--- src/rtl/cbo_pkg.sv ---
// Shared types, constants and arithmetic helpers of the cubic Bezier offset sampler.
package cbo_pkg;

    localparam int MAX_SAMPLES = 64;
    localparam int T_FRAC_BITS = 16;

    localparam int P_W     = 32;
    localparam int HW_W    = 16;
    localparam int AS_W    = 7;
    localparam int CFG_IDX_W = 8;
    localparam int CFG_DAT_W = 16;

    localparam int T_W     = T_FRAC_BITS + 1;
    localparam int T_ONE   = 1 << T_FRAC_BITS;
    localparam int T_EPS   = (T_ONE + 50000) / 100000;
    localparam int T_SPAN  = T_ONE - 2 * T_EPS;
    localparam int SPAN2   = 2 * T_SPAN;
    localparam int SPAN2_W = T_FRAC_BITS + 1;
    localparam int DIV_CNT_W = $clog2(SPAN2_W + 1);

    localparam int IDX_W   = $clog2(MAX_SAMPLES);
    localparam int DEN_W   = $clog2(2 * MAX_SAMPLES - 1);

    localparam int C_W     = 38;
    localparam int MAG_W   = C_W - 1;
    localparam int POS_W   = $clog2(MAG_W);
    localparam int NORM_W  = 30;
    localparam int NORM_POS = NORM_W - 1;
    localparam int SQ_W    = 2 * NORM_W + 2;
    localparam int SQ_STEPS = SQ_W / 2;
    localparam int LEN_W   = SQ_STEPS;
    localparam int PROD_W  = NORM_W + HW_W;
    localparam int NUM_W   = PROD_W + 1;
    localparam int Q_W     = HW_W + 1;

    localparam logic [CFG_IDX_W-1:0] REG_HALF_WIDTH     = CFG_IDX_W'(0);
    localparam logic [CFG_IDX_W-1:0] REG_ACTIVE_SAMPLES = CFG_IDX_W'(1);
    localparam logic [HW_W-1:0] HALF_WIDTH_RESET     = HW_W'(23040);
    localparam logic [AS_W-1:0] ACTIVE_SAMPLES_RESET = AS_W'(64);

    typedef struct packed {
        logic               ready;
        logic [SPAN2_W-1:0] quo;
        logic [DEN_W-1:0]   rem;
        logic [DEN_W-1:0]   den;
        logic [DEN_W-1:0]   first_r;
        logic [IDX_W-1:0]   n_last;
    } t_step;

    typedef struct packed {
        logic signed [C_W-1:0] xa;
        logic signed [C_W-1:0] xb;
        logic signed [C_W-1:0] xc;
        logic signed [C_W-1:0] xd;
        logic signed [C_W-1:0] ya;
        logic signed [C_W-1:0] yb;
        logic signed [C_W-1:0] yc;
        logic signed [C_W-1:0] yd;
    } t_coef;

    typedef struct packed {
        logic [IDX_W-1:0] idx;
        logic             last;
    } t_tag;

    typedef struct packed {
        t_coef          coef;
        logic [T_W-1:0] t;
        t_tag           tag;
    } t_s0;

    typedef struct packed {
        logic signed [C_W-1:0] cx;
        logic signed [C_W-1:0] cy;
        logic [NORM_W-1:0]     ax;
        logic [NORM_W-1:0]     ay;
        logic                  sx;
        logic                  sy;
        logic                  zero;
        t_tag                  tag;
    } t_geom;

    typedef struct packed {
        logic signed [C_W-1:0] cx;
        logic signed [C_W-1:0] cy;
        logic                  sx;
        logic                  sy;
        logic                  zero;
        t_tag                  tag;
        logic [PROD_W-1:0]     px;
        logic [PROD_W-1:0]     py;
    } t_oside;

    typedef struct packed {
        logic [IDX_W-1:0] idx;
        logic [P_W-1:0]   cx;
        logic [P_W-1:0]   cy;
        logic [P_W-1:0]   lx;
        logic [P_W-1:0]   ly;
        logic [P_W-1:0]   rx;
        logic [P_W-1:0]   ry;
        logic             zero;
        logic             last;
    } t_result;

    // Multiply by t and round back to 8 fraction bits, ties toward +infinity.
    function automatic logic signed [C_W-1:0] mul_t(input logic signed [C_W-1:0] v,
                                                    input logic [T_W-1:0] t);
        logic signed [C_W+T_W:0] p;
        p = v * $signed({1'b0, t});
        p = p + $signed({{(C_W+1){1'b0}}, 1'b1, {(T_FRAC_BITS-1){1'b0}}});
        return C_W'(p >>> T_FRAC_BITS);
    endfunction

    // Saturate to a signed 32-bit word.
    function automatic logic [P_W-1:0] sat32(input logic signed [C_W:0] v);
        logic [P_W-1:0] res;
        if (v[C_W:P_W-1] == {(C_W-P_W+2){1'b0}} || v[C_W:P_W-1] == {(C_W-P_W+2){1'b1}}) begin
            res = v[P_W-1:0];
        end else if (v[C_W]) begin
            res = {1'b1, {(P_W-1){1'b0}}};
        end else begin
            res = {1'b0, {(P_W-1){1'b1}}};
        end
        return res;
    endfunction

endpackage

--- src/rtl/cbo_param_div.sv ---
// Serial divider that splits the per-sample t step into quotient and remainder.
module cbo_param_div (
    input  logic                        i_clk,
    input  logic                        i_rst_n,
    input  logic [cbo_pkg::AS_W-1:0]    i_active_samples,
    input  logic                        i_kick,
    output cbo_pkg::t_step              o_step
);

    logic                           r_pend;
    logic                           r_run;
    logic [cbo_pkg::DIV_CNT_W-1:0]  r_cnt;
    logic [cbo_pkg::SPAN2_W-1:0]    r_dvd;
    logic [cbo_pkg::SPAN2_W-1:0]    r_quo;
    logic [cbo_pkg::DEN_W-1:0]      r_rem;
    logic [cbo_pkg::DEN_W-1:0]      r_den;
    logic [cbo_pkg::IDX_W-1:0]      r_nl;

    logic [cbo_pkg::AS_W-1:0]       n_eff;
    logic [cbo_pkg::AS_W-1:0]       n_m1;
    logic [cbo_pkg::DEN_W:0]        trial;
    logic                           take;

    always_comb begin
        if (i_active_samples < cbo_pkg::AS_W'(2)) begin
            n_eff = cbo_pkg::AS_W'(2);
        end else if (i_active_samples > cbo_pkg::AS_W'(cbo_pkg::MAX_SAMPLES)) begin
            n_eff = cbo_pkg::AS_W'(cbo_pkg::MAX_SAMPLES);
        end else begin
            n_eff = i_active_samples;
        end
        n_m1  = n_eff - cbo_pkg::AS_W'(1);
        trial = {r_rem, r_dvd[cbo_pkg::SPAN2_W-1]};
        take  = (trial >= {1'b0, r_den});
    end

    always_ff @(posedge i_clk) begin
        if (!i_rst_n) begin
            r_pend <= 1'b1;
            r_run  <= 1'b0;
        end else if (i_kick) begin
            r_pend <= 1'b1;
        end else if (r_pend) begin
            r_pend <= 1'b0;
            r_run  <= 1'b1;
            r_cnt  <= '0;
            r_dvd  <= cbo_pkg::SPAN2_W'(cbo_pkg::SPAN2);
            r_quo  <= '0;
            r_rem  <= '0;
            r_den  <= cbo_pkg::DEN_W'({n_m1, 1'b0});
            r_nl   <= cbo_pkg::IDX_W'(n_m1);
        end else if (r_run) begin
            // shift in one dividend bit, restore when the trial goes negative
            r_dvd <= {r_dvd[cbo_pkg::SPAN2_W-2:0], 1'b0};
            r_quo <= {r_quo[cbo_pkg::SPAN2_W-2:0], take};
            r_rem <= take ? cbo_pkg::DEN_W'(trial - {1'b0, r_den})
                          : cbo_pkg::DEN_W'(trial);
            r_cnt <= r_cnt + cbo_pkg::DIV_CNT_W'(1);
            if (r_cnt == cbo_pkg::DIV_CNT_W'(cbo_pkg::SPAN2_W - 1)) begin
                r_run <= 1'b0;
            end
        end
    end

    assign o_step.ready   = !r_pend && !r_run;
    assign o_step.quo     = r_quo;
    assign o_step.rem     = r_rem;
    assign o_step.den     = r_den;
    assign o_step.first_r = cbo_pkg::DEN_W'(r_nl);
    assign o_step.n_last  = r_nl;

endmodule

--- config.mk ---
export PLATFORM = sky130hd
export DESIGN_NAME = cbo_param_div
export DESIGN_NICKNAME = d
export VERILOG_FILES = /design/src/rtl/cbo_pkg.sv /design/src/rtl/cbo_param_div.sv
export SDC_FILE = /design/constraint.sdc
export NUM_CORES = 1
export LEC_CHECK = 0
export ABC_AREA = 0
export BUFFER_PORTS_ARGS = -buffer_cell sky130_fd_sc_hd__buf_4
export CAP_MARGIN = 20
export CORE_MARGIN = 1
export CORE_UTILIZATION = 40
export CTS_CLUSTER_DIAMETER = 120
export DETAILED_ROUTE_END_ITERATION = 6
export GPL_ROUTABILITY_DRIVEN = 1
export PLACE_DENSITY = 0.71
export REMOVE_ABC_BUFFERS = 1
export SKIP_CTS_REPAIR_TIMING = 1
export SYNTH_ARGS = -nofsm -noshare
export SYNTH_HDL_FRONTEND = slang
export SYNTH_SLANG_ARGS = --single-unit
--- constraint.sdc ---
create_clock -name i_clk -period 3.2 [get_ports i_clk]
set_input_delay 0.32 -clock i_clk [delete_from_list [all_inputs] [get_ports i_clk]]
set_output_delay 0.32 -clock i_clk [all_outputs]
set_load 0.03 [all_outputs]
# ---- Yosys cells after proc, flatten, opt, wreduce, memory -nomap -nowiden
# Index checks and enable logic that the tools add are counted.
dict set report word_totals {
  in_bits 10
  register_bits 52
  elab_cells 32
  output_inout_bits 45
}
dict set report op_classes {
  muxes 11
  addsub 3
  n_reduce_logical 6
  n_lt_le_gt_ge 3
  eq_ne 1
  bitwise_logic 1
}
# operator count
set op_table {}
lappend op_table {{$mux 17} 2}
lappend op_table {{$mux 7} 2}
lappend op_table {{$mux 6} 2}
lappend op_table {{$ge 8x7->1} 1}
lappend op_table {{$gt 7x7->1 const B} 1}
lappend op_table {{$lt 7x2->1 const B} 1}
lappend op_table {{$sub 7x7->7} 1}
lappend op_table {{$reduce_and 3->1} 2}
lappend op_table {{$sub 6x1->6 const B} 1}
lappend op_table {{$add 5x1->5 const B} 1}
lappend op_table {{$eq 5x5->1 const B} 1}
lappend op_table {{$mux 5} 1}
lappend op_table {{$mux 1} 4}
lappend op_table {{$logic_not 1->1} 2}
lappend op_table {{$reduce_bool 2->1} 1}
lappend op_table {{$logic_and 1x1->1} 1}
lappend op_table {{$not 1->1} 1}

# ---- Logic depth before layout (Yosys ltp)
dict set report depth {
  depth_word 4
  mapped_depth 8
  mapped_depth_nobuf 8
}

# ---- Worst setup path before layout
# No wires, ideal clock.
dict set report synth_timing {
  path_type {register to register}
  start {register r_pend}
  end {register r_cnt[0] (netlist bit), enable pin}
  setup_slack_ns -0.274
  setup_ns 0.445
  n_path_buf 2
  path_stages_with_launch 5
  synth_period_minus_slack_ns 3.474
  arrival_ns 3.028
  t_required_ns 2.755
  path_cell_list {dfxtp_1 -> clkbuf_1 -> buf_1 -> nor2_1 -> nor2_1}
}
dict set report synth_between {
  elab_chain_len 2
}
# element line
set synth_lines {}
lappend synth_lines {{start: declaration} cbo_param_div.sv:10} ;# logic r_pend;
lappend synth_lines {{start signal: assignment} cbo_param_div.sv:39} ;# r_pend <= 1'b1;
lappend synth_lines {{start signal: assignment} cbo_param_div.sv:42} ;# r_pend <= 1'b1;
lappend synth_lines {{start signal: assignment} cbo_param_div.sv:44} ;# r_pend <= 1'b0;
lappend synth_lines {{$reduce_bool 2->1 (no line)} -}
lappend synth_lines {{$reduce_and 3->1 (no line)} -}
lappend synth_lines {{end signal: assignment} cbo_param_div.sv:58} ;# r_cnt <= r_cnt + cbo_pkg::DIV_CNT_W'(1);
lappend synth_lines {{end: declaration} cbo_param_div.sv:12} ;# logic [cbo_pkg::DIV_CNT_W-1:0] r_cnt;
# No other way between the ends.
# A chain may end at the register's enable or synchronous reset.

# ---- Final worst setup path
dict set report layout_timing {
  start {register r_den[2] (netlist bit)}
  end {register r_rem[3] (netlist bit), data pin}
}
dict set report layout_between {
  elab_chain_len 3
  word_cells_on_any_way 4
  classes_between {1 x add/sub; 1 x order compare; 2 x mux}
}
# element line
set layout_lines {}
lappend layout_lines {{start: declaration} cbo_param_div.sv:16} ;# logic [cbo_pkg::DEN_W-1:0] r_den;
lappend layout_lines {{start signal: assignment} cbo_param_div.sv:50} ;# r_den <= cbo_pkg::DEN_W'({n_m1, 1'b0});
lappend layout_lines {{$sub 7x7->7 / $ge 8x7->1 (equally long branches)} {cbo_param_div.sv:56, cbo_param_div.sv:34}}
lappend layout_lines {{$mux 7 (*)} cbo_param_div.sv:56} ;# r_rem <= take ? cbo_pkg::DEN_W'(trial - {1'b0, r_den})
lappend layout_lines {{$mux 7 (*)} cbo_param_div.sv:52} ;# end else if (r_run) begin
lappend layout_lines {{end signal: assignment} cbo_param_div.sv:56}
lappend layout_lines {{end: declaration} cbo_param_div.sv:15} ;# logic [cbo_pkg::DEN_W-1:0] r_rem;
# Mark *: on every way between the ends. The rest lies on a longest branch, timed or not. The select of a mux whose other input is x is not followed.

==> results.json <==
{
  "whs_ns": 0.259,
  "finalSetupViolCount": 0,
  "place_congestion": 0.920,
  "place_inst": 309,
  "required_ns": 3.26,
  "first_pass_iters": 4,
  "port_buffers": 52,
  "fmax_mhz": 463,
  "drcViolationCount": 0,
  "place_ws_ns": 1.03,
  "regArea_sq_mm": 0.00154,
  "min_period_ns": 2.16,
  "drv_cap": 0,
  "cpMaxStageDelayCell": "edfxtp_1",
  "slew_headroom_pct": 60.6,
  "multi_input_area_sq_um": 773,
  "min_path_type": "in2reg",
  "grt_pass1_vias": 1471,
  "cpMostUsedCell": "o31a_1",
  "arrival_ns": 2.22,
  "n_fill_cell": 550,
  "worst_slack_ns": 1.04,
  "ys_async_sr_fraction_pct": 0,
  "wl_per_cell_um": 13.7,
  "clockRootBuffer": "clkbuf_8",
  "leakage_nw": 1.12,
  "gr-total-overflow": 0,
  "syn_to_final_growth_pct": 18.8,
  "setup-tns-final_ns": 0,
  "vias": 1528,
  "worstSkewPairLatency_ns": 0.31,
  "grt_max_degree": 49,
  "p_total_mw": 1.38,
  "dr.first_iter.drc_count": 85,
  "path_max_fanout": 12,
  "period_share_pct": 67.5,
  "cts-htree-levels": 2,
  "clk_pin_slew_ns": 0.10,
  "initial_core_util_pct": 41.9,
  "worst_setup_path_start_kind": "flop",
  "yosysWarningCount": 0,
  "ys_seq_elements": 52,
  "viasPerCell": 4.82,
  "ys_types": 39,
  "dpl-instance-area_sq_mm": 0.00287,
  "ios": 55,
  "grt_pass1_wl_um": 7120,
  "die-height_um": 81.0,
  "worst-setup-path-type": "reg2reg",
  "fin_area_sq_mm": 0.00296,
  "diodes": 0,
  "fin_util_pct": 49.8,
  "crit_path_cell_trace": "inv_1 > ha_1 > nor2b_4 > o31a_1 > o31a_1 > o2111ai_1 > o41ai_1",
  "power_per_cell_area_mw_per_mm2": 465,
  "drtAntennaViolNets": 0,
  "syn_inst": 199,
  "place_hpwl_um": 3000,
  "rsz0062_at_grt": "no",
  "tightestPinTransition_ns": 0.589,
  "hold_viol": 0,
  "core-area_sq_mm": 0.00596,
  "status": "complete, no violations",
  "critPathMaxStageDelay_ns": 0.45,
  "nNetsFinal": 261,
  "antenna_found_initial": 0,
  "grt_util_all_layers_pct": 14.6,
  "synth_flop_cell": "edfxtp_1",
  "die_width_um": 81.0,
  "syn_area_sq_mm": 0.00249,
  "layout.cells.non_filler": 317,
  "synth_edf_count": 50,
  "drv_slew": 0,
  "ir_drop_v": 0.000204,
  "cts_tree": "built",
  "numClockSinks": 52,
  "cts_buffer_depth": 2,
  "critPathCaptureType": "flop",
  "num_rows": 28,
  "synth-seq-area-share_pct": 61.8,
  "routed_wl_um": 4330,
  "syn_area_per_cell_sq_um": 12.5,
  "fp.dieArea_sq_mm": 0.00656,
  "drive_gt1_share_pct": 33.5,
  "fin_worst_skew_ns": 0.00696,
  "tritoncts.num_buffers": 5
}
-- worst max-delay path: cells and delay by family, from the launching register on --
family,cells,cell delay [ns]
buffers and inverters,1,0.07
and+or+nand+nor,1,0.13
DFF,1,0.45
AOI/OAI and AO/OA,4,0.95
adders and majority gates,1,0.31
-- synthesized netlist by cell type (all sizes together) (2+ instances only) --
cell type	number	area (sq um)
edfxtp	50	1500
nor2b	19	126
nor2	18	67.6
buf	16	120
inv	14	52.6
or2	14	87.6
ha	9	113
o21ai	7	35.0
clkbuf	5	18.8
o41ai	5	43.8
nand2	4	15.0
nand2b	4	25.0
nand3	3	15.0
xor2	3	26.3
dfxtp	2	40.0
nor3	2	10.0
nor4b	2	17.5
o21a	2	15.0
o31a	2	17.5
xnor2	2	17.5
-- power breakdown --
part | internal [mW] | switching (mW) | total [mW] | leakage, nW
sequential | 0.775 | 0.0157 | 0.791 | 0.461
combinational | 0.0763 | 0.126 | 0.202 | 0.611
clock | 0.156 | 0.229 | 0.384 | 0.0445
total | 1.01 | 0.370 | 1.38 | 1.12
-- cell type report --
class / count / share of cell area (%)
inverter: 14 / 1.77
tap: 75 / 3.17
multi-input combinational: 113 / 26.1
clock inverter: 3 / 0.718
timing repair buffer: 55 / 13.9
sequential: 52 / 52.0
clock buffer: 5 / 2.32
-- metal layers --
layer | up-vias | wire length, um | GRT usage (%)
li1 | 765 | - | -
met1 | 724 | 2040 | 19.4
met2 | 31 | 2030 | 23.0
met3 | 8 | 190 | 4.38
met4 | 0 | 70 | 4.46
met5 | - | 0 | 0
-- sequential cells by signal, indices dropped and copies added, names as in the netlist --
register	flops
r_run	1
r_den	6
r_quo	17
r_dvd	15
r_rem	7
r_pend	1
r_cnt	5
-- cell usage in the layout, fill, tap and decap left out, drive strengths merged, types with 3 or more instances in the layout --
cell	n
o21ai	7
nor2b	19
xor2	3
nor2	18
inv	15
clkbuf	5
nand2b	4
nand3	3
ha	9
nand2	4
or2	14
o41ai	5
edfxtp	50
buf	55
-- cells by family (layout without fill, tap and decap cells) --
| logic type | after synthesis | after routing | synth area share (%) |
|---|---|---|---|
| xor gates and xnor gates | 5 | 5 | 1.76 |
| other | 1 | 2 | 0.150 |
| adders and majority gates | 10 | 10 | 5.32 |
| buffers and inverters | 35 | 77 | 7.67 |
| and+or+nand+nor | 72 | 72 | 16.4 |
| AOI/OAI and AO/OA | 24 | 24 | 6.92 |
| DFF | 52 | 52 | 61.8 |
-- final timing paths --
check / slack, ns / from / depth (start not counted) / end
min: 0.26 / i_rst_n / 2 / r_run
max: 1.04 / r_den[2] / 7 / r_rem[3]
min reg2reg: 0.50 / r_run / 1 / r_run
max reg2reg: 1.04 / r_den[2] / 7 / r_rem[3]
(Power assumes the default switching activity.)
