--- src/rtl/cbo_pkg.sv ---
// Shared types, constants and arithmetic helpers of the cubic Bezier offset sampler.
package cbo_pkg;

    localparam int MAX_SAMPLES = 64;
    localparam int T_FRAC_BITS = 16;

    localparam int P_W     = 32;
    localparam int HW_W    = 16;
    localparam int AS_W    = 7;
    localparam int CFG_IDX_W = 8;
    localparam int CFG_DAT_W = 16;

    localparam int T_W     = T_FRAC_BITS + 1;
    localparam int T_ONE   = 1 << T_FRAC_BITS;
    localparam int T_EPS   = (T_ONE + 50000) / 100000;
    localparam int T_SPAN  = T_ONE - 2 * T_EPS;
    localparam int SPAN2   = 2 * T_SPAN;
    localparam int SPAN2_W = T_FRAC_BITS + 1;
    localparam int DIV_CNT_W = $clog2(SPAN2_W + 1);

    localparam int IDX_W   = $clog2(MAX_SAMPLES);
    localparam int DEN_W   = $clog2(2 * MAX_SAMPLES - 1);

    localparam int C_W     = 38;
    localparam int MAG_W   = C_W - 1;
    localparam int POS_W   = $clog2(MAG_W);
    localparam int NORM_W  = 30;
    localparam int NORM_POS = NORM_W - 1;
    localparam int SQ_W    = 2 * NORM_W + 2;
    localparam int SQ_STEPS = SQ_W / 2;
    localparam int LEN_W   = SQ_STEPS;
    localparam int PROD_W  = NORM_W + HW_W;
    localparam int NUM_W   = PROD_W + 1;
    localparam int Q_W     = HW_W + 1;

    localparam logic [CFG_IDX_W-1:0] REG_HALF_WIDTH     = CFG_IDX_W'(0);
    localparam logic [CFG_IDX_W-1:0] REG_ACTIVE_SAMPLES = CFG_IDX_W'(1);
    localparam logic [HW_W-1:0] HALF_WIDTH_RESET     = HW_W'(23040);
    localparam logic [AS_W-1:0] ACTIVE_SAMPLES_RESET = AS_W'(64);

    typedef struct packed {
        logic               ready;
        logic [SPAN2_W-1:0] quo;
        logic [DEN_W-1:0]   rem;
        logic [DEN_W-1:0]   den;
        logic [DEN_W-1:0]   first_r;
        logic [IDX_W-1:0]   n_last;
    } t_step;

    typedef struct packed {
        logic signed [C_W-1:0] xa;
        logic signed [C_W-1:0] xb;
        logic signed [C_W-1:0] xc;
        logic signed [C_W-1:0] xd;
        logic signed [C_W-1:0] ya;
        logic signed [C_W-1:0] yb;
        logic signed [C_W-1:0] yc;
        logic signed [C_W-1:0] yd;
    } t_coef;

    typedef struct packed {
        logic [IDX_W-1:0] idx;
        logic             last;
    } t_tag;

    typedef struct packed {
        t_coef          coef;
        logic [T_W-1:0] t;
        t_tag           tag;
    } t_s0;

    typedef struct packed {
        logic signed [C_W-1:0] cx;
        logic signed [C_W-1:0] cy;
        logic [NORM_W-1:0]     ax;
        logic [NORM_W-1:0]     ay;
        logic                  sx;
        logic                  sy;
        logic                  zero;
        t_tag                  tag;
    } t_geom;

    typedef struct packed {
        logic signed [C_W-1:0] cx;
        logic signed [C_W-1:0] cy;
        logic                  sx;
        logic                  sy;
        logic                  zero;
        t_tag                  tag;
        logic [PROD_W-1:0]     px;
        logic [PROD_W-1:0]     py;
    } t_oside;

    typedef struct packed {
        logic [IDX_W-1:0] idx;
        logic [P_W-1:0]   cx;
        logic [P_W-1:0]   cy;
        logic [P_W-1:0]   lx;
        logic [P_W-1:0]   ly;
        logic [P_W-1:0]   rx;
        logic [P_W-1:0]   ry;
        logic             zero;
        logic             last;
    } t_result;

    // Multiply by t and round back to 8 fraction bits, ties toward +infinity.
    function automatic logic signed [C_W-1:0] mul_t(input logic signed [C_W-1:0] v,
                                                    input logic [T_W-1:0] t);
        logic signed [C_W+T_W:0] p;
        p = v * $signed({1'b0, t});
        p = p + $signed({{(C_W+1){1'b0}}, 1'b1, {(T_FRAC_BITS-1){1'b0}}});
        return C_W'(p >>> T_FRAC_BITS);
    endfunction

    // Saturate to a signed 32-bit word.
    function automatic logic [P_W-1:0] sat32(input logic signed [C_W:0] v);
        logic [P_W-1:0] res;
        if (v[C_W:P_W-1] == {(C_W-P_W+2){1'b0}} || v[C_W:P_W-1] == {(C_W-P_W+2){1'b1}}) begin
            res = v[P_W-1:0];
        end else if (v[C_W]) begin
            res = {1'b1, {(P_W-1){1'b0}}};
        end else begin
            res = {1'b0, {(P_W-1){1'b1}}};
        end
        return res;
    endfunction

endpackage

--- src/rtl/cbo_sample_gen.sv ---
// Coefficient register and sample sequencer that issues one t per cycle.
module cbo_sample_gen (
    input  logic                          i_clk,
    input  logic                          i_rst_n,
    input  logic                          i_start,
    output logic                          o_busy,
    input  logic signed [cbo_pkg::P_W-1:0] i_p0_x,
    input  logic signed [cbo_pkg::P_W-1:0] i_p0_y,
    input  logic signed [cbo_pkg::P_W-1:0] i_p1_x,
    input  logic signed [cbo_pkg::P_W-1:0] i_p1_y,
    input  logic signed [cbo_pkg::P_W-1:0] i_p2_x,
    input  logic signed [cbo_pkg::P_W-1:0] i_p2_y,
    input  logic signed [cbo_pkg::P_W-1:0] i_p3_x,
    input  logic signed [cbo_pkg::P_W-1:0] i_p3_y,
    input  cbo_pkg::t_step                i_step,
    output logic                          o_valid,
    output cbo_pkg::t_s0                  o_s0
);

    cbo_pkg::t_coef                 r_coef;
    logic                           r_act;
    logic [cbo_pkg::IDX_W-1:0]      r_idx;
    logic [cbo_pkg::T_W-1:0]        r_q;
    logic [cbo_pkg::DEN_W-1:0]      r_r;
    logic                           r_vld;
    cbo_pkg::t_s0                   r_s0;

    cbo_pkg::t_coef                 n_coef;
    logic signed [cbo_pkg::C_W-1:0] x0, x1, x2, x3, y0, y1, y2, y3;
    logic                           last_now;
    logic                           accept;
    logic [cbo_pkg::DEN_W:0]        rsum;

    always_comb begin
        x0 = cbo_pkg::C_W'(i_p0_x);
        x1 = cbo_pkg::C_W'(i_p1_x);
        x2 = cbo_pkg::C_W'(i_p2_x);
        x3 = cbo_pkg::C_W'(i_p3_x);
        y0 = cbo_pkg::C_W'(i_p0_y);
        y1 = cbo_pkg::C_W'(i_p1_y);
        y2 = cbo_pkg::C_W'(i_p2_y);
        y3 = cbo_pkg::C_W'(i_p3_y);
        n_coef.xa = x3 - x0 + (x1 <<< 1) + x1 - (x2 <<< 1) - x2;
        n_coef.xb = (x0 <<< 1) + x0 - (x1 <<< 2) - (x1 <<< 1) + (x2 <<< 1) + x2;
        n_coef.xc = (x1 <<< 1) + x1 - (x0 <<< 1) - x0;
        n_coef.xd = x0;
        n_coef.ya = y3 - y0 + (y1 <<< 1) + y1 - (y2 <<< 1) - y2;
        n_coef.yb = (y0 <<< 1) + y0 - (y1 <<< 2) - (y1 <<< 1) + (y2 <<< 1) + y2;
        n_coef.yc = (y1 <<< 1) + y1 - (y0 <<< 1) - y0;
        n_coef.yd = y0;
    end

    assign last_now = r_act && (r_idx == i_step.n_last);
    assign o_busy   = !i_step.ready || (r_act && !last_now);
    assign accept   = i_start && !o_busy;
    assign rsum     = {1'b0, r_r} + {1'b0, i_step.rem};

    always_ff @(posedge i_clk) begin
        if (!i_rst_n) begin
            r_act <= 1'b0;
            r_vld <= 1'b0;
        end else begin
            r_vld <= r_act;
            if (accept) begin
                r_act <= 1'b1;
            end else if (last_now) begin
                r_act <= 1'b0;
            end
        end
    end

    always_ff @(posedge i_clk) begin
        if (accept) begin
            r_coef <= n_coef;
            r_idx  <= '0;
            r_q    <= '0;
            r_r    <= i_step.first_r;
        end else if (r_act) begin
            // advance t by the step; carry the remainder over the denominator
            r_idx <= r_idx + cbo_pkg::IDX_W'(1);
            if (rsum >= {1'b0, i_step.den}) begin
                r_r <= cbo_pkg::DEN_W'(rsum - {1'b0, i_step.den});
                r_q <= r_q + i_step.quo + cbo_pkg::T_W'(1);
            end else begin
                r_r <= cbo_pkg::DEN_W'(rsum);
                r_q <= r_q + i_step.quo;
            end
        end
        r_s0.coef     <= r_coef;
        r_s0.t        <= cbo_pkg::T_W'(cbo_pkg::T_EPS) + r_q;
        r_s0.tag.idx  <= r_idx;
        r_s0.tag.last <= last_now;
    end

    assign o_valid = r_vld;
    assign o_s0    = r_s0;

endmodule

--- config.mk ---
export PLATFORM = sky130hd
export DESIGN_NAME = cbo_sample_gen
export DESIGN_NICKNAME = d
export VERILOG_FILES = /design/src/rtl/cbo_pkg.sv /design/src/rtl/cbo_sample_gen.sv
export SDC_FILE = /design/constraint.sdc
export NUM_CORES = 2
export LEC_CHECK = 0
export ABC_AREA = 1
export BUFFER_PORTS_ARGS = -buffer_cell sky130_fd_sc_hd__buf_2
export CORE_UTILIZATION = 50
export DETAILED_ROUTE_END_ITERATION = 12
export GPL_TIMING_DRIVEN = 0
export PLACE_DENSITY = 0.7
export SLEW_MARGIN = 20
export SYNTH_ARGS = -nofsm -noshare
export SYNTH_HDL_FRONTEND = slang
export SYNTH_SLANG_ARGS = --single-unit
export TNS_END_PERCENT = 30
--- constraint.sdc ---
create_clock -name i_clk -period 8.3 [get_ports i_clk]
set_clock_uncertainty 0.15 [all_clocks]
set_input_delay 1.66 -clock i_clk [delete_from_list [all_inputs] [get_ports i_clk]]
set_output_delay 1.66 -clock i_clk [all_outputs]
set_load 0.005 [all_outputs]
-- After elaboration in Yosys (flattened, before gate mapping)
Index checks and enable logic that the tools add are counted.
- bits of input ports: 304
- word-level logic and storage cells: 73
- register bits: 640
- add/subtract/negate cells: 32
- reduce and logical (&&, ||, !) cells: 9
- equal/unequal tests: 1
- muxes and demuxes: 6
- $lt $le $gt $ge: 1
- operators by type and width (kind ; number):
    35-bit by 33-bit subtractor with 36-bit output ; 4
    33-bit by 32-bit adder with 34-bit output ; 4
    37-bit by 32-bit adder with 38-bit output ; 2
    36-bit by 33-bit adder with 37-bit output ; 2
    36-bit by 32-bit subtractor with 37-bit output ; 2
    35-bit by 32-bit subtractor with 36-bit output ; 2
    34-bit by 32-bit adder with 35-bit output ; 2
    34-bit by 33-bit subtractor with 35-bit output ; 2
    34-bit by 34-bit subtractor with 35-bit output ; 2
    33-bit by 33-bit adder with 34-bit output ; 2
    32-bit by 32-bit subtractor with 33-bit output ; 2
    7-bit two-way mux ; 3
    1-bit by 17-bit adder with 17-bit output, first input constant ; 1
    17-bit by 1-bit adder with 17-bit output, second input constant ; 1
    17-bit adder ; 1
    17-bit two-way mux ; 1
    7-bit by 7-bit adder with 8-bit output ; 1
    8-bit by 7-bit >= comparator with 1-bit output ; 1
    7-bit subtractor ; 1
    6-bit by 1-bit adder with 6-bit output, second input constant ; 1
    6-bit equality test ; 1
    2-bit nonzero test ; 2
    1-bit logical AND ; 3
    1-bit logical NOT ; 3
    other kinds (2) ; 3

-- Depth between registers and ports, before layout
- depth after elaboration: 8
- mapped depth: 21
- gate-level depth less buffers: 21

-- Least setup slack after synthesis
No wires, ideal clock.
- kind: input-to-reg
- start: input i_p0_x[5] (netlist bit)
- end: register r_coef[254] (netlist bit) (data pin)
- arrival: 4.821 ns
- setup slack: 3.067 ns
- required time: 7.888 ns
- stages: 15
- setup time: 0.262 ns
- path buffers: 0
- path through: inv_1 -> fa_1 -> inv_1 -> fa_1 -> inv_1 -> fa_1 -> inv_1 -> ha_1 -> a21oi_1 -> inv_1 -> a21oi_1 -> o21ai_1 -> a31oi_1 -> o21bai_1 -> xor2_1
- RTL lines (what ; RTL line ; source):
    from (decl) ; cbo_sample_gen.sv:7 ; input logic signed [cbo_pkg::P_W-1:0] i_p0_x,
    to (signal assigned) ; cbo_sample_gen.sv:74 ; r_coef <= n_coef;
    to (decl) ; cbo_sample_gen.sv:20 ; cbo_pkg::t_coef r_coef;

==> impl_metrics.ini <==
[run_status]
result_of_the_run = complete, no violations

[global_routing]
grt_usage_pct = 30.5
grt_util_met3_pct = 6.62
antenna_found_initial = 5
global_route.peak_usage_layer = met2
wire_length_of_the_first_global_routing_pass_um = 205000
met1_usage_pct = 43.7
vias_in_the_first_global_route = 33700
total_overflow_reported_by_the_global_router = 0
met2_usage_pct = 47.4
grt_max_degree = 117

[clock_tree]
cts_inserted_buffers = 70
postCtsHoldBufs = 0
cts_num_sinks = 628
setup_buffers_after_cts = 0
cts-root-buf = sky130_fd_sc_hd__clkbuf_16
clk_pin_slew_ns = 0.07
cts_max_level = 3
cts_repair_resize_count = 0
worst_skew_pair.late_latency_ns = 0.65
cts.path.max_buffers = 3
cts_tree = yes

[die]
floorplan.rows = 110
dieHeight_um = 303
core_region_area_mm2 = 0.0899
floorplan.initialDensity_pct = 50.4
x_dimension_of_the_die_um = 303
io_pins = 634
die-area_mm2 = 0.0918

[sta]
period_share_pct = 74.0
sum_of_negative_setup_slack_ns = 0
hold_ws_ns = 0.177
setup_viol = 0
post-route-worst-setup-slack_ns = 2.16
worst-slew-pin-transition_ns = 1.29
achievable-frequency_ghz = 0.163
finalMaxSlewViolations = 0
slew-limit-headroom_pct = 13.1
rsz0062_at_grt = false
timing_hold_violations_final = 0
finalCriticalPeriod_ns = 6.14

[route]
drt_first_iter_violations = 2831
postRouteAntennaNets = 0
detail_route.drc_violations = 0
routed_wl_um = 138000
route.vias.total = 34000
avgRoutedWirePerCell_um = 21.0
detail_route.first_pass.iterations = 6
routed_via_density = 5.16

[critical_path]
category_of_the_worst_setup_path_launch_point = input port
worst_path_largest_cell_delay_ns = 1.03
cp_max_fo = 5
critical_path.reg2reg.startpoint = r_r[0]$_DFFE_PP_
cp.required_ns = 8.52
path_class = input port to flip-flop
end_kind = flip-flop
regToRegSetupSlack_ns = 4.56
timing.reg2reg.worst_path_depth = 18
critical-path-slowest-cell = sky130_fd_sc_hd__nor4_1
crit_arrival_ns = 6.36
reg2reg_to = r_r[4]$_DFFE_PP_
timing.critical_path.cells = buf_2, inv_1, fa_1, inv_1, fa_1, fa_1, ha_1, nand2_1, nor2_1, inv_1, nor4_1, o21ai_0, nand3_1, xor2_1

[pwr]
leakagePower_nw = 25.4
max_vdd_drop_mv = 0.264
power_density_mw_per_mm2 = 379
total_power_mw = 19.8

[logic_synthesis]
yosys_register_bits = 628
yosys_warnings = 0
cell_area_synth_mm2 = 0.0453
yosys.area.top_type = sky130_fd_sc_hd__fa_1
number_of_synthesized_flops_with_an_enable_pin = 293
yosysMostFrequentCell = sky130_fd_sc_hd__inv_1
synthesis.area_per_instance_um2 = 9.75
syn_inst = 4649
yosysUniqueCellTypes = 51
postSynthNetCount = 5807
synth_ff_type = sky130_fd_sc_hd__dfxtp_1
ys_async_sr_fraction_pct = 0
yosysSeqAreaShare_pct = 34.2
ys_top_cells_by_count = sky130_fd_sc_hd__inv_1 (1,019), sky130_fd_sc_hd__nand2_1 (703), sky130_fd_sc_hd__fa_1 (573), sky130_fd_sc_hd__dfxtp_1 (335), sky130_fd_sc_hd__nor2_1 (326)
yosys.area.top_type_share_pct = 25.3
ys_top_cells_by_area = sky130_fd_sc_hd__fa_1 (25%), sky130_fd_sc_hd__edfxtp_1 (19%), sky130_fd_sc_hd__dfxtp_1 (15%)

[placement]
io_buffers = 633
post-place-cells = 6460
gp_routability_congestion = 0.959
detailedPlacementHpwl_um = 119000
minimum_setup_slack_after_placement_ns = 1.76

[min_path]
timing.hold.worst_path_depth = 0
hold-path-endpoint = o_s0[42]$_DFF_P_
hold_class = flip-flop to flip-flop
origin_of_the_worst_min_delay_path = r_coef[18]$_DFFE_PP_

[final_layout]
layout.filler_cells = 7979
stdcell_count = 6591
layout-drive-gt1-share_pct = 15.0
final_net_count = 6514
area.growth.synth_to_final_pct = 15.5

[run]
maxCapViolCount = 0
-- layout by cell type (no fill, tap or decap), types with 6 or more instances in the layout --
master	n
sky130_fd_sc_hd__a21boi_0	10
sky130_fd_sc_hd__o21bai_1	36
sky130_fd_sc_hd__nor2_1	326
sky130_fd_sc_hd__ha_1	281
sky130_fd_sc_hd__o211ai_1	11
sky130_fd_sc_hd__nor4_1	19
sky130_fd_sc_hd__fa_1	573
sky130_fd_sc_hd__xor2_1	181
sky130_fd_sc_hd__nand4_1	44
sky130_fd_sc_hd__a21o_1	50
sky130_fd_sc_hd__nand2_1	703
sky130_fd_sc_hd__nand3_1	147
sky130_fd_sc_hd__clkinv_4	6
sky130_fd_sc_hd__clkbuf_1	12
sky130_fd_sc_hd__clkinv_2	11
sky130_fd_sc_hd__clkbuf_16	73
sky130_fd_sc_hd__dfxtp_1	335
sky130_fd_sc_hd__o21a_1	13
sky130_fd_sc_hd__a31oi_1	49
sky130_fd_sc_hd__inv_6	9
sky130_fd_sc_hd__nand2_2	7
sky130_fd_sc_hd__o21ai_1	21
sky130_fd_sc_hd__edfxtp_1	293
sky130_fd_sc_hd__a21oi_1	241
sky130_fd_sc_hd__inv_1	1019
sky130_fd_sc_hd__nor3_1	31
sky130_fd_sc_hd__buf_2	635
sky130_fd_sc_hd__buf_4	19
sky130_fd_sc_hd__xnor2_1	46
sky130_fd_sc_hd__clkbuf_8	8
sky130_fd_sc_hd__o21ai_0	127
sky130_fd_sc_hd__o221ai_1	13
-- per-layer routing --
metal  part of all wire, %  wire length, µm  up-vias
met2                    45            62800     1235
met1                    44            61400    16500
met5                0.0058                8        -
met4                   2.2             3020        2
li1                      -                -    16100
met3                   8.2            11300      137
-- where the power goes --
group,switching [mW],internal [mW]
Sequential,0.340,4.70
Clock,1.35,1.82
Combinational,7.66,3.95
Total,9.35,10.5
-- worst max path at each step --
stage                     from                    end  slack (ns)  cells past startpoint
global placement    i_p1_x[21]  r_coef[301]$_DFFE_PP_        1.82                     14
global route        i_p1_x[21]  r_coef[301]$_DFFE_PP_        2.20                     14
detailed placement  i_p1_x[21]  r_coef[301]$_DFFE_PP_        1.76                     14
finish              i_p1_x[21]  r_coef[301]$_DFFE_PP_        2.16                     14
CTS                 i_p1_x[21]  r_coef[301]$_DFFE_PP_        2.44                     14
floorplan            i_p0_x[5]  r_coef[254]$_DFFE_PP_        3.07                     15
-- critical path, delay by kind of cell --
| kind | cells | cell delay, ns |
|---|---|---|
| buf+inv | 4 | 0.49 |
| simple gates | 4 | 1.87 |
| compound gates | 1 | 0.25 |
| fa+ha+maj | 4 | 1.93 |
| xor+xnor | 1 | 0.14 |
-- final cells by class --
| class | instances | area (µm²) | area share, % |
|---|---|---|---|
| diodes | 5 | 12.5 | 0.0239 |
| clock buffers | 90 | 1970 | 3.76 |
| multi-input cells | 2971 | 25800 | 49.2 |
| inverters | 1024 | 3860 | 7.37 |
| well taps | 1176 | 1470 | 2.81 |
| flip-flops and latches | 628 | 15500 | 29.6 |
| clock inverters | 36 | 348 | 0.664 |
| repair buffers | 635 | 3220 | 6.16 |
| plain buffers | 26 | 186 | 0.356 |
-- registers in the layout, indices dropped and copies added, names as in the netlist --
signal	flops
r_q	17
o_valid	1
r_idx	6
r_r	7
r_act	1
r_coef	286
o_s0	310
-- cell families (layout without fill, tap and decap cells) --
group | Yosys count | count (layout) | share of synthesized area [%]
and+or+nand+nor | 1304 | 1304 | 11.9
buffers and inverters | 1050 | 1811 | 8.90
adders and majority gates | 854 | 854 | 33.1
DFF | 628 | 628 | 34.2
AOI/OAI and AO/OA | 586 | 586 | 7.51
xor gates and xnor gates | 227 | 227 | 4.39
other | 0 | 5 | 0
-- per-stage QoR --
| stage | cell area (µm²) | utilization (%) |
|---|---|---|
| 2_1_floorplan | 45300 | - |
| 5_1_grt | 52400 | 58.3 |
| 4_1_cts | 52300 | 58.2 |
| 3_5_place_dp | 50000 | 55.7 |
| 3_3_place_gp | 50000 | 55.6 |
| 6_report | 52400 | 58.3 |
Note: power is estimated with default switching activity, not from simulation.
